**config.mk**
```make
export PLATFORM = sky130hd
export DESIGN_NAME = article_dot_stuff_framer_flat
export DESIGN_NICKNAME = d
export VERILOG_FILES = /design/src/rtl/core/adsf_pkg.sv /design/src/rtl/core/adsf_ifs.sv /design/src/rtl/core/article_dot_stuff_framer.sv /design/src/rtl/core/adsf_expand.sv /design/src/rtl/core/adsf_emit.sv /design/src/flat_wrapper.sv
export SDC_FILE = /design/constraint.sdc
export NUM_CORES = 1
export LEC_CHECK = 0
export ABC_AREA = 1
export BUFFER_PORTS_ARGS = -buffer_cell sky130_fd_sc_hd__buf_4
export CORE_ASPECT_RATIO = 0.6
export CORE_MARGIN = 1
export CORE_UTILIZATION = 50
export DETAILED_ROUTE_END_ITERATION = 7
export PLACE_DENSITY_LB_ADDON = 0.05
export SLEW_MARGIN = 30
export SYNTH_ARGS = -nofsm -noshare
export SYNTH_HDL_FRONTEND = slang
export SYNTH_SLANG_ARGS = --single-unit
```
**constraint.sdc**
```tcl
create_clock -name clk -period 5.6 [get_ports clk]
set_input_delay 0.56 -clock clk [delete_from_list [all_inputs] [get_ports clk]]
set_output_delay 0.56 -clock clk [all_outputs]
set_load 0.02 [all_outputs]
```
**src/rtl/core/adsf_pkg.sv**
```systemverilog
// Shared types and constants for the article dot-stuffing framer.
// No dependencies; every other file of the block imports this package.
`default_nettype none

package adsf_pkg;

  localparam int BYTE_W    = 8;
  localparam int MAX_LINE  = 505;
  localparam int LC_W      = $clog2(MAX_LINE + 1);
  localparam int MAX_RUN   = 7;
  localparam int RUN_LEN_W = $clog2(MAX_RUN + 1);

  localparam logic [BYTE_W-1:0] CH_DOT = 8'h2E;
  localparam logic [BYTE_W-1:0] CH_CR  = 8'h0D;
  localparam logic [BYTE_W-1:0] CH_LF  = 8'h0A;

  localparam logic KIND_DATA = 1'b0;
  localparam logic KIND_END  = 1'b1;

  typedef enum logic [1:0] {
    MODE_ARTICLE = 2'd0,
    MODE_HEAD    = 2'd1,
    MODE_BODY    = 2'd2,
    MODE_STAT    = 2'd3
  } mode_t;

  typedef enum logic [2:0] {
    PH_HEAD = 3'b001,
    PH_BODY = 3'b010,
    PH_DONE = 3'b100
  } phase_t;

  // Result bytes of one input item, first byte in entry 0.
  typedef struct packed {
    logic [MAX_RUN-1:0][BYTE_W-1:0] bytes;
    logic [RUN_LEN_W-1:0]           len;
    logic                           term;
  } run_t;

endpackage

`default_nettype wire

```
**src/rtl/core/adsf_ifs.sv**
```systemverilog
// Channel interfaces of the framer: article input, text output, mode write.
// Depends on adsf_pkg for field widths.
`default_nettype none

interface adsf_item_if import adsf_pkg::*; ();
  logic              valid;
  logic              ready;
  logic              kind;
  logic [BYTE_W-1:0] data_byte;

  modport source(output valid, kind, data_byte, input ready);
  modport sink(input valid, kind, data_byte, output ready);
endinterface

interface adsf_text_if import adsf_pkg::*; ();
  logic              valid;
  logic              ready;
  logic [BYTE_W-1:0] out_byte;
  logic              run_last;
  logic              article_end;

  modport source(output valid, out_byte, run_last, article_end, input ready);
  modport sink(input valid, out_byte, run_last, article_end, output ready);
endinterface

interface adsf_cfg_if import adsf_pkg::*; ();
  logic       valid;
  logic       ready;
  logic [1:0] mode;

  modport source(output valid, mode, input ready);
  modport sink(input valid, mode, output ready);
endinterface

`default_nettype wire

```
**src/rtl/core/article_dot_stuff_framer.sv**
```systemverilog
// An accepted article beat passes the input register, then the result register.
// Throughput: one article beat per cycle while each yields at most one byte and the
// output is not stalled; a beat yielding more bytes (at most 7) holds the input until
// the result register, sending one byte per cycle unless stalled, is on its last byte.
// Reset: mode whole article, header phase, line empty, input and result registers empty.
// Top level; depends on adsf_pkg, adsf_ifs, adsf_expand and adsf_emit.
`default_nettype none

module article_dot_stuff_framer import adsf_pkg::*; (
  input  wire logic   clk,
  input  wire logic   rst,
  adsf_item_if.sink   article,
  adsf_text_if.source text,
  adsf_cfg_if.sink    cfg
);

  mode_t             mode;
  logic              item_valid;
  logic              item_kind;
  logic [BYTE_W-1:0] item_byte;
  logic              accept;
  logic              advance;
  logic              can_load;
  run_t              run;

  assign cfg.ready = 1'b1;

  always_ff @(posedge clk) begin
    if (rst) begin
      mode <= MODE_ARTICLE;
    end else if (cfg.valid) begin
      mode <= mode_t'(cfg.mode);
    end
  end

  // an item with no output never waits for the result register
  assign advance       = item_valid && (run.len == '0 || can_load);
  assign article.ready = !item_valid || advance;
  assign accept        = article.valid && article.ready;

  always_ff @(posedge clk) begin
    if (rst) begin
      item_valid <= 1'b0;
    end else if (accept) begin
      item_valid <= 1'b1;
    end else if (advance) begin
      item_valid <= 1'b0;
    end
  end

  always_ff @(posedge clk) begin
    if (accept) begin
      item_kind <= article.kind;
      item_byte <= article.data_byte;
    end
  end

  adsf_expand u_expand (
    .clk       (clk),
    .rst       (rst),
    .advance   (advance),
    .kind      (item_kind),
    .data_byte (item_byte),
    .mode      (mode),
    .run       (run)
  );

  adsf_emit u_emit (
    .clk      (clk),
    .rst      (rst),
    .load     (advance && run.len != '0),
    .run_in   (run),
    .can_load (can_load),
    .text     (text)
  );

endmodule

`default_nettype wire

```
**src/rtl/core/adsf_expand.sv**
```systemverilog
// Expands one registered article item into its run of text bytes and keeps
// the header/body phase and line length. Depends on adsf_pkg.
`default_nettype none

module adsf_expand import adsf_pkg::*; (
  input  wire logic              clk,
  input  wire logic              rst,
  input  wire logic              advance,
  input  wire logic              kind,
  input  wire logic [BYTE_W-1:0] data_byte,
  input  wire mode_t             mode,
  output run_t                   run
);

  phase_t               phase, phase_next;
  logic [LC_W-1:0]      line_count, line_count_next;
  logic [RUN_LEN_W-1:0] n;
  logic                 send;

  always_ff @(posedge clk) begin
    if (rst) begin
      phase      <= PH_HEAD;
      line_count <= '0;
    end else if (advance) begin
      phase      <= phase_next;
      line_count <= line_count_next;
    end
  end

  always_comb begin
    run             = '0;
    n               = '0;
    phase_next      = phase;
    line_count_next = line_count;
    send = ((phase == PH_HEAD) && (mode == MODE_ARTICLE || mode == MODE_HEAD)) ||
           ((phase == PH_BODY) && (mode == MODE_ARTICLE || mode == MODE_BODY));

    if (kind == KIND_END) begin
      // close a sent open line; in article mode add the empty line if the body never began
      if (phase != PH_DONE && line_count != '0 && send) begin
        run.bytes[n]                  = CH_CR;
        run.bytes[n + RUN_LEN_W'(1)]  = CH_LF;
        n = n + RUN_LEN_W'(2);
      end
      if (phase == PH_HEAD && mode == MODE_ARTICLE) begin
        run.bytes[n]                  = CH_CR;
        run.bytes[n + RUN_LEN_W'(1)]  = CH_LF;
        n = n + RUN_LEN_W'(2);
      end
      if (phase != PH_DONE && mode != MODE_STAT) begin
        run.bytes[n]                  = CH_DOT;
        run.bytes[n + RUN_LEN_W'(1)]  = CH_CR;
        run.bytes[n + RUN_LEN_W'(2)]  = CH_LF;
        n = n + RUN_LEN_W'(3);
        run.term = 1'b1;
      end
      phase_next      = PH_HEAD;
      line_count_next = '0;
    end else if (phase != PH_DONE) begin
      if (data_byte == CH_LF) begin
        if (phase == PH_HEAD && line_count == '0) begin
          // empty line: end of header
          unique case (mode)
            MODE_ARTICLE: begin
              run.bytes[0] = CH_CR;
              run.bytes[1] = CH_LF;
              n = RUN_LEN_W'(2);
              phase_next = PH_BODY;
            end
            MODE_HEAD: begin
              run.bytes[0] = CH_DOT;
              run.bytes[1] = CH_CR;
              run.bytes[2] = CH_LF;
              n = RUN_LEN_W'(3);
              run.term = 1'b1;
              phase_next = PH_DONE;
            end
            default: begin
              phase_next = PH_BODY;
            end
          endcase
        end else if (send) begin
          run.bytes[0] = CH_CR;
          run.bytes[1] = CH_LF;
          n = RUN_LEN_W'(2);
        end
        line_count_next = '0;
      end else if (line_count < LC_W'(MAX_LINE)) begin
        if (send) begin
          if (line_count == '0 && data_byte == CH_DOT) begin
            run.bytes[n] = CH_DOT;
            n = n + RUN_LEN_W'(1);
          end
          run.bytes[n] = data_byte;
          n = n + RUN_LEN_W'(1);
        end
        line_count_next = line_count + LC_W'(1);
      end
      // drop characters beyond the line limit
    end
    run.len = n;
  end

endmodule

`default_nettype wire

```
**src/rtl/core/adsf_emit.sv**
```systemverilog
// Result register of the framer: holds one run of text bytes and shifts
// it out a beat at a time. Depends on adsf_pkg and adsf_text_if.
`default_nettype none

module adsf_emit import adsf_pkg::*; (
  input  wire logic       clk,
  input  wire logic       rst,
  input  wire logic       load,
  input  wire run_t       run_in,
  output logic            can_load,
  adsf_text_if.source     text
);

  run_t run_q;
  logic beat;

  assign beat     = text.valid && text.ready;
  assign can_load = (run_q.len == '0) || (run_q.len == RUN_LEN_W'(1) && text.ready);

  always_ff @(posedge clk) begin
    if (rst) begin
      run_q.len <= '0;
    end else if (load) begin
      run_q.len <= run_in.len;
    end else if (beat) begin
      run_q.len <= run_q.len - RUN_LEN_W'(1);
    end
    // payload: load a fresh run or advance to the next byte
    if (load) begin
      run_q.bytes <= run_in.bytes;
      run_q.term  <= run_in.term;
    end else if (beat) begin
      run_q.bytes <= run_q.bytes >> BYTE_W;
    end
  end

  assign text.valid       = run_q.len != '0;
  assign text.out_byte    = run_q.bytes[0];
  assign text.run_last    = run_q.len == RUN_LEN_W'(1);
  assign text.article_end = run_q.term && (run_q.len == RUN_LEN_W'(1));

endmodule

`default_nettype wire

```
**src/flat_wrapper.sv**
```systemverilog
// flat-port wrapper written by rule: the top's interface ports become plain ports
module article_dot_stuff_framer_flat import adsf_pkg::*;
  (clk, rst, article_valid, article_kind, article_data_byte, article_ready, text_valid, text_out_byte, text_run_last, text_article_end, text_ready, cfg_valid, cfg_mode, cfg_ready);
  adsf_item_if article_i ();
  adsf_text_if text_i ();
  adsf_cfg_if cfg_i ();
  input  wire logic clk;
  input  wire logic rst;
  input wire logic [$bits(article_i.valid)-1:0] article_valid;
  input wire logic [$bits(article_i.kind)-1:0] article_kind;
  input wire logic [$bits(article_i.data_byte)-1:0] article_data_byte;
  output wire logic [$bits(article_i.ready)-1:0] article_ready;
  output wire logic [$bits(text_i.valid)-1:0] text_valid;
  output wire logic [$bits(text_i.out_byte)-1:0] text_out_byte;
  output wire logic [$bits(text_i.run_last)-1:0] text_run_last;
  output wire logic [$bits(text_i.article_end)-1:0] text_article_end;
  input wire logic [$bits(text_i.ready)-1:0] text_ready;
  input wire logic [$bits(cfg_i.valid)-1:0] cfg_valid;
  input wire logic [$bits(cfg_i.mode)-1:0] cfg_mode;
  output wire logic [$bits(cfg_i.ready)-1:0] cfg_ready;
  assign article_i.valid = article_valid;
  assign article_i.kind = article_kind;
  assign article_i.data_byte = article_data_byte;
  assign article_ready = article_i.ready;
  assign text_valid = text_i.valid;
  assign text_out_byte = text_i.out_byte;
  assign text_run_last = text_i.run_last;
  assign text_article_end = text_i.article_end;
  assign text_i.ready = text_ready;
  assign cfg_i.valid = cfg_valid;
  assign cfg_i.mode = cfg_mode;
  assign cfg_ready = cfg_i.ready;
  article_dot_stuff_framer u_core (.clk(clk), .rst(rst), .article(article_i), .text(text_i), .cfg(cfg_i));
endmodule
```
# Yosys cells after proc, flatten, opt, wreduce, memory -nomap -nowiden
# Cells that the tools add are included.
# Widths: inputs -> output; s select.
# classes
n_lt_le_gt_ge	13
n_reduce_logical	42
n_eq_ne	9
bitwise	15
muxes	75
add_sub_neg	8
# op_table
cell	count
$mux 56	9
$demux 8 s3	6
$mux 8	12
$and 42x42->42	2
$not 42->42	2
$not 35->35	2
$mux 3	22
$bwmux 56	1
$mux 12	3
$mux 9	4
$and 10x35->35	1
$and 35x35->35	1
$mux 32	1
$and 28x28->28	1
$not 28->28	1
$or 14x14->14	2
$or 28x28->28	1
$lt 3x4->1 const B	6
$mux 24	1
$pmux 12 s2	1
$or 21x21->21	1
$or 6x21->21	1
$logic_and 1x1->1	20
$ge 3x1->1 const B	6
29 further kinds	55
# word_totals
ff_bits	84
out_inout_bits	13
word_cells	177

# Longest topological paths before layout
# logic_depth
ltp_word	22
depth_mapped	23
mapped_depth_nobuf	22

# By module
# Synthesis repeated with hierarchy kept, for this count alone.
# hier_totals
hier_cells	615
area_unflattened_um2	4904.7
# modules_own_cells
module	area_each_um2	seq_area_each_um2	instances	cells_per_inst
adsf_emit	2698.8	1771.7	1	280
adsf_expand	1759.2	240.2	1	302
article_dot_stuff_framer	446.7	330.3	1	33

# Worst setup path after synthesis
# Ideal clock, no wire load.
# synth_path
path_kind	register -> register
start	register u_core.u_expand.line_count[0]
end	register u_core.u_emit.run_q[1] (netlist bit)
stages_incl_launch_ff	22
setup_slack_ns	2.319
required_ns	5.477
setup_time_ns	0.123
synth_period_minus_slack_ns	3.281
t_arrival_ns	3.158
cell_sequence	dfxtp_1 -> inv_1 -> ha_1 -> inv_1 -> nor2_1 -> nand2_1 -> nor2_2 -> inv_1 -> nand2_1 -> inv_1 -> ha_1 -> a21oi_1 -> nor2_1 -> o21a_1 -> inv_1 -> nand2_4 -> nor2_1 -> nand2_1 -> nand3_2 -> nand2_1 -> o21ai_0 -> nor2_1
# synth_between
elab_chain_len	19
# synth_lines
item	line	rtl
start: declaration	adsf_expand.sv:16	logic [LC_W-1:0] line_count, line_count_next;
start signal: assignment	adsf_expand.sv:26	line_count <= line_count_next;
$logic_not 9->1	adsf_expand.sv:61, adsf_expand.sv:90	
$logic_and 1x1->1	adsf_expand.sv:90	if (line_count == '0 && data_byte == CH_DOT) begin
$mux 1	adsf_expand.sv:90	
$mux 3	adsf_expand.sv:89	if (send) begin
$mux 3	adsf_expand.sv:88	end else if (line_count < LC_W'(MAX_LINE)) begin
$mux 3	adsf_expand.sv:60	if (data_byte == CH_LF) begin
$mux 3	adsf_expand.sv:59	end else if (phase != PH_DONE) begin
$mux 3	adsf_expand.sv:38	if (kind == KIND_END) begin
[3 not listed]	--	
$mux 3	adsf_expand.sv:60	
$mux 3	adsf_expand.sv:59	
$mux 3 *	adsf_expand.sv:38	
$logic_not 3->1	article_dot_stuff_framer.sv:37	assign advance = item_valid && (run.len == '0 || can_load);
$logic_or 1x1->1	article_dot_stuff_framer.sv:37	
$logic_and 1x1->1	article_dot_stuff_framer.sv:37	
$logic_and 1x1->1	article_dot_stuff_framer.sv:71	.load (advance && run.len != '0),
$mux 3 / $reduce_bool 2->1 (equally long branches)	--	
end: declaration	adsf_emit.sv:14	run_t run_q;
# Every way passes the cells marked *; elsewhere a longest branch is shown, timed or not. The select of a mux whose other input is x is not followed.
# A chain may end at the register's enable or synchronous reset.

# Worst setup path in the final report
# layout_path
start	register u_core.u_expand.line_count[0]
end	register u_core.u_emit.run_q (netlist bit u_core.u_emit.text.out_byte[7]), enable pin
# layout_between
elab_chain_len	19
# layout_lines
item	line
$logic_not 9->1	adsf_expand.sv:61, adsf_expand.sv:90
$logic_and 1x1->1	adsf_expand.sv:90
$mux 1	adsf_expand.sv:90
$mux 3	adsf_expand.sv:89
$mux 3	adsf_expand.sv:88
$mux 3	adsf_expand.sv:60
$mux 3	adsf_expand.sv:59
$mux 3	adsf_expand.sv:38
[3 not listed]	--
$mux 3	adsf_expand.sv:60
$mux 3	adsf_expand.sv:59
$mux 3 *	adsf_expand.sv:38
$logic_not 3->1	article_dot_stuff_framer.sv:37
$logic_or 1x1->1	article_dot_stuff_framer.sv:37
$logic_and 1x1->1	article_dot_stuff_framer.sv:37
$logic_and 1x1->1 *	article_dot_stuff_framer.sv:71
$reduce_bool 2->1 (no line) *	--
# Marks and branches as above.

==> metrics.log <==
[metrics] setup repair after global routing missed its margin: false
[metrics] TritonCTS clock tree: done
[metrics] outcome: finished with violations
[metrics] Area growth, synth to finish: 12.3%
[metrics] number of global-route vias before repair: about 2400
[metrics] total placed instance area: 0.00382 mm²
[metrics] sequential cell area: ~0.0018 mm²
[metrics] number of gates resized after CTS: 0
[metrics] Worst Path Buf+Inv: 6
[metrics] clock tree root buffer cell: sky130_fd_sc_hd__clkbuf_16
[metrics] portion of the post-synthesis area used by sequential elements: slightly below 50%
[metrics] Worst Hold Class: input port to flip-flop
[metrics] Internal Dissipation: about 1.4 mW
[metrics] proportion of total power due to net switching: a little under 40%
[metrics] cell seen most often among critical-path stages: sky130_fd_sc_hd__inv_1
[metrics] post-synthesis cell area: between 0.003 and 0.004 mm²
[metrics] diode count: 0
[metrics] detail-routed via count per cell: approximately 5.0
[metrics] minimum clock period: between 3 and 4 ns
[metrics] Max transition margin: 48.9%
[metrics] chain of cells forming the critical path: inv_1, ha_1, inv_1, nor2_1, nand2_1, nor2_2, inv_1, nand2_1, inv_1, ha_1, a21oi_1, nor2_1, o21a_1, inv_1, nand2_4, nor2_1, nand2_1, nand3_2, nand2_1, buf_4
[metrics] remaining global-route overflow: 0
[metrics] maximum resistive drop on vdd: 0.200 mV
[metrics] smallest hold slack: slightly above 0.4 ns
[metrics] number of failing setup endpoints in the final timing report: 0
[metrics] largest net degree at the start of global routing: 43
[metrics] leak pwr: between 1.5 and 2 nW
[metrics] endpoint kind of the worst setup timing path: flip-flop
[metrics] Detail Placement HPWL: approximately 5500 µm
[metrics] post-detailed-route count of antenna-violating nets: 0
[metrics] starting density of the core: 53.1%
[metrics] gp weighted congestion: 1.00
[metrics] leading cell types by total area after synthesis: sky130_fd_sc_hd__edfxtp_1 (40%), sky130_fd_sc_hd__nand2_1 (11%), sky130_fd_sc_hd__dfxtp_1 (9.9%)
[metrics] Crit path max-delay family: simple AND/OR/NAND/NOR gates
[metrics] die outline height: around 70 µm
[metrics] Final Cycle Share: about two thirds
[metrics] overall global routing resource usage: 21.5%
[metrics] number of endpoints with negative hold slack in the final report: 0
[metrics] number of enable flip-flop cells after synthesis: 48
[metrics] fillers: around 590
[metrics] CP peak stage delay: roughly 0.60 ns
[metrics] synthesized area per cell: 8.52 µm²
[metrics] post-route standard cell area excluding fillers: roughly 0.004 mm²
[metrics] CORE AREA: 0.00685 mm²
[metrics] portion of total power attributed to the clock network: 21.5%
[metrics] remaining routing DRC violations: 1
[metrics] synthesized instance count: approximately 430
[metrics] number of CTS-inserted buffers: 9
[metrics] Fin Clk Skew: around 0.0036 ns
[metrics] Max Transition Viols Final: 0
[metrics] Post-CTS Setup Bufs: 0
[metrics] row count: 23
[metrics] layout net count: roughly 470
[metrics] combinational cell fraction of total power: between 40% and 50%
[metrics] Cell Count, Final, Fillers Out: 541
[metrics] post-placement cell count: about 530
[metrics] Slowest cell on crit path: sky130_fd_sc_hd__nand3_2
[metrics] via count: around 2700
[metrics] highest net fanout along the worst path: 42
[metrics] startpoint type of the worst setup path: flip-flop
[metrics] footprint of the multi-input gates: approximately 0.0015 mm²
[metrics] Die Area: approximately 0.0076 mm²
[metrics] number of distinct standard cells referenced by the synthesized netlist: 39
[metrics] total negative setup slack: 0 ns
[metrics] first-pass GRT wire length: about 12000 µm
[metrics] critical setup path kind: flip-flop to flip-flop
[metrics] number of hold-repair buffers added at the cts stage: 0
[metrics] Die W: about 110 µm
[metrics] first drt pass iteration count: 6
[metrics] P per Cell Area: roughly 560 mW/mm²
[metrics] overall power after layout: around 2.3 mW
[metrics] maximum frequency from static timing analysis: roughly 270 MHz
[metrics] clock input transition at the sequential cells of the worst setup and hold paths: 0.05 ns
[metrics] total of warnings raised by yosys: 0
[metrics] largest area contributor in the netlist: sky130_fd_sc_hd__edfxtp_1
[metrics] failing checks: design-rule violations
[metrics] Longest Clk Path Bufs: 2
[metrics] count of H-tree levels built during CTS: 3
[metrics] max_cap viols: 0
[metrics] most instantiated library cell after synthesis: sky130_fd_sc_hd__nand2_1
[metrics] required arrival time at the worst endpoint: about 5.6 ns
[metrics] total wirelength of the detailed-routed design: ~7500 µm
[metrics] I/O pin count: 29
[metrics] clock network latency to the later pin of the worst-skew pair: approximately 0.33 ns
[metrics] Top FF cell, synth: sky130_fd_sc_hd__edfxtp_1
[metrics] slew at the pin with the worst max-slew slack: 0.766 ns
[metrics] iteration-0 DRC count of the detailed router: roughly 190
[metrics] Async S/R FF share, synth: 0%
[metrics] fraction of layout cells with a size suffix above 1: slightly above 20%
[metrics] area fraction of the dominant cell type after synthesis: about 40%
[metrics] Synth Register Bits: 66
[metrics] Net Switching: 0.891 mW
[metrics] Post-synth top cells: sky130_fd_sc_hd__nand2_1 (105), sky130_fd_sc_hd__inv_1 (50), sky130_fd_sc_hd__edfxtp_1 (48)
[metrics] antenna violations before repair: 0
[metrics] Sink Count: 66
[metrics] sequential fraction of design power: just under 40%
[metrics] wire per inst: between 10 and 15 µm
[metrics] arrival time at the worst endpoint: between 3 and 4 ns
[metrics] Buffers on Ports: 27
==> state kept, by name, summed over array words and instances, names as in the netlist <==
| name | flops |
|---|---|
| u_core.item_valid | 1 |
| u_core.u_expand.phase | 3 |
| u_core.item_byte | 8 |
| u_core.u_emit.run_q | 34 |
| u_core.item_kind | 1 |
| u_core.u_expand.line_count | 9 |
| u_core.mode | 2 |
| u_core.u_emit.text.out_byte | 8 |
==> metal layers <==
metal	global-route usage, %	up-vias	part of all wire (%)
li1	-	1401	-
met1	32.1	1236	54
met5	0	-	0
met3	6.82	9	6.8
met2	28.6	75	38
met4	7.50	0	1.1
==> cells by family (layout without fill, tap and decap cells) <==
logic type               after synthesis  after routing  share of synthesized area, %
other                                  2              4                         0.206
AND/OR/NAND/NOR                      223            223                          28.7
flip-flops                            66             66                          49.5
buffers and inverters                 82            107                          10.4
XOR/XNOR                               4              4                         0.962
adder cells (fa/ha/maj)                9              9                          3.09
AO/OA/AOI/OAI                         41             41                          7.18
==> power groups by stage <==
stage / clock network [mW] / registers [mW] / logic (mW)
3_5_place_dp: 0 / 0.895 / 0.923
6_report: 0.495 / 0.888 / 0.925
3_3_place_gp: 0 / 0.896 / 0.916
5_1_grt: 0.527 / 0.907 / 1.05
2_1_floorplan: 0 / 0.879 / 0.754
4_1_cts: 0.505 / 0.888 / 0.925
==> worst reg2reg max path: stages, from the launching register on <==
cell and delay (ns):
sky130_fd_sc_hd__dfxtp_1 0.31, sky130_fd_sc_hd__inv_1 0.12, sky130_fd_sc_hd__ha_1 0.16, sky130_fd_sc_hd__inv_1 0.04, sky130_fd_sc_hd__nor2_1 0.07, sky130_fd_sc_hd__nand2_1 0.06, sky130_fd_sc_hd__nor2_2 0.16, sky130_fd_sc_hd__inv_1 0.07
sky130_fd_sc_hd__nand2_1 0.12, sky130_fd_sc_hd__inv_1 0.08, sky130_fd_sc_hd__ha_1 0.32, sky130_fd_sc_hd__a21oi_1 0.05, sky130_fd_sc_hd__nor2_1 0.08, sky130_fd_sc_hd__o21a_1 0.13, sky130_fd_sc_hd__inv_1 0.06, sky130_fd_sc_hd__nand2_4 0.08
sky130_fd_sc_hd__nor2_1 0.04, sky130_fd_sc_hd__nand2_1 0.10, sky130_fd_sc_hd__nand3_2 0.60, sky130_fd_sc_hd__nand2_1 0.22, sky130_fd_sc_hd__buf_4 0.47
==> layout make-up <==
class                           instances  share of cell area, %
Clock buffer                           10                   5.60
Clock inverter                          6                  0.826
Timing Repair Buffer                   28                   5.14
Sequential cell                        66                   44.1
Inverter                               63                   5.79
Multi-Input combinational cell        281                   35.9
Tap cell                               87                   2.66
==> placed cells by master (no fill, tap or decap), drive strengths merged, types with 2 or more instances in the layout <==
cell	n
edfxtp	48
nand4	9
nor3	5
o21a	4
inv	62
o21ai	18
dfxtp	18
or2	2
o21bai	3
clkbuf	10
clkinv	6
xor2	4
nand3	26
conb	4
a21oi	12
buf	28
ha	9
nand2	119
nor2	58
==> per-stage QoR <==
stage | setup slack (ns) | util [%]
floorplan | 2.32 | -
global placement | 1.97 | 55.8
detailed placement | 1.86 | 55.8
CTS | 1.87 | 59.7
global route | 1.40 | 59.7
finish | 1.87 | 59.7
==> final timing paths <==
kind / cells past startpoint / slack (ns) / from / endpoint
max: 20 / 1.87 / u_core.u_expand.line_count[0]$_SDFFE_PP0P_ / u_core.u_emit.text.out_byte[7]$_DFFE_PP_
min: 1 / 0.41 / article_data_byte[7] / u_core.item_byte[7]$_DFFE_PP_
min reg2reg: 2 / 0.50 / u_core.u_expand.phase[0]$_SDFFE_PP1P_ / u_core.u_expand.phase[0]$_SDFFE_PP1P_
max reg2reg: 20 / 1.87 / u_core.u_expand.line_count[0]$_SDFFE_PP0P_ / u_core.u_emit.text.out_byte[7]$_DFFE_PP_
Note: power is estimated with default switching activity, not from simulation.
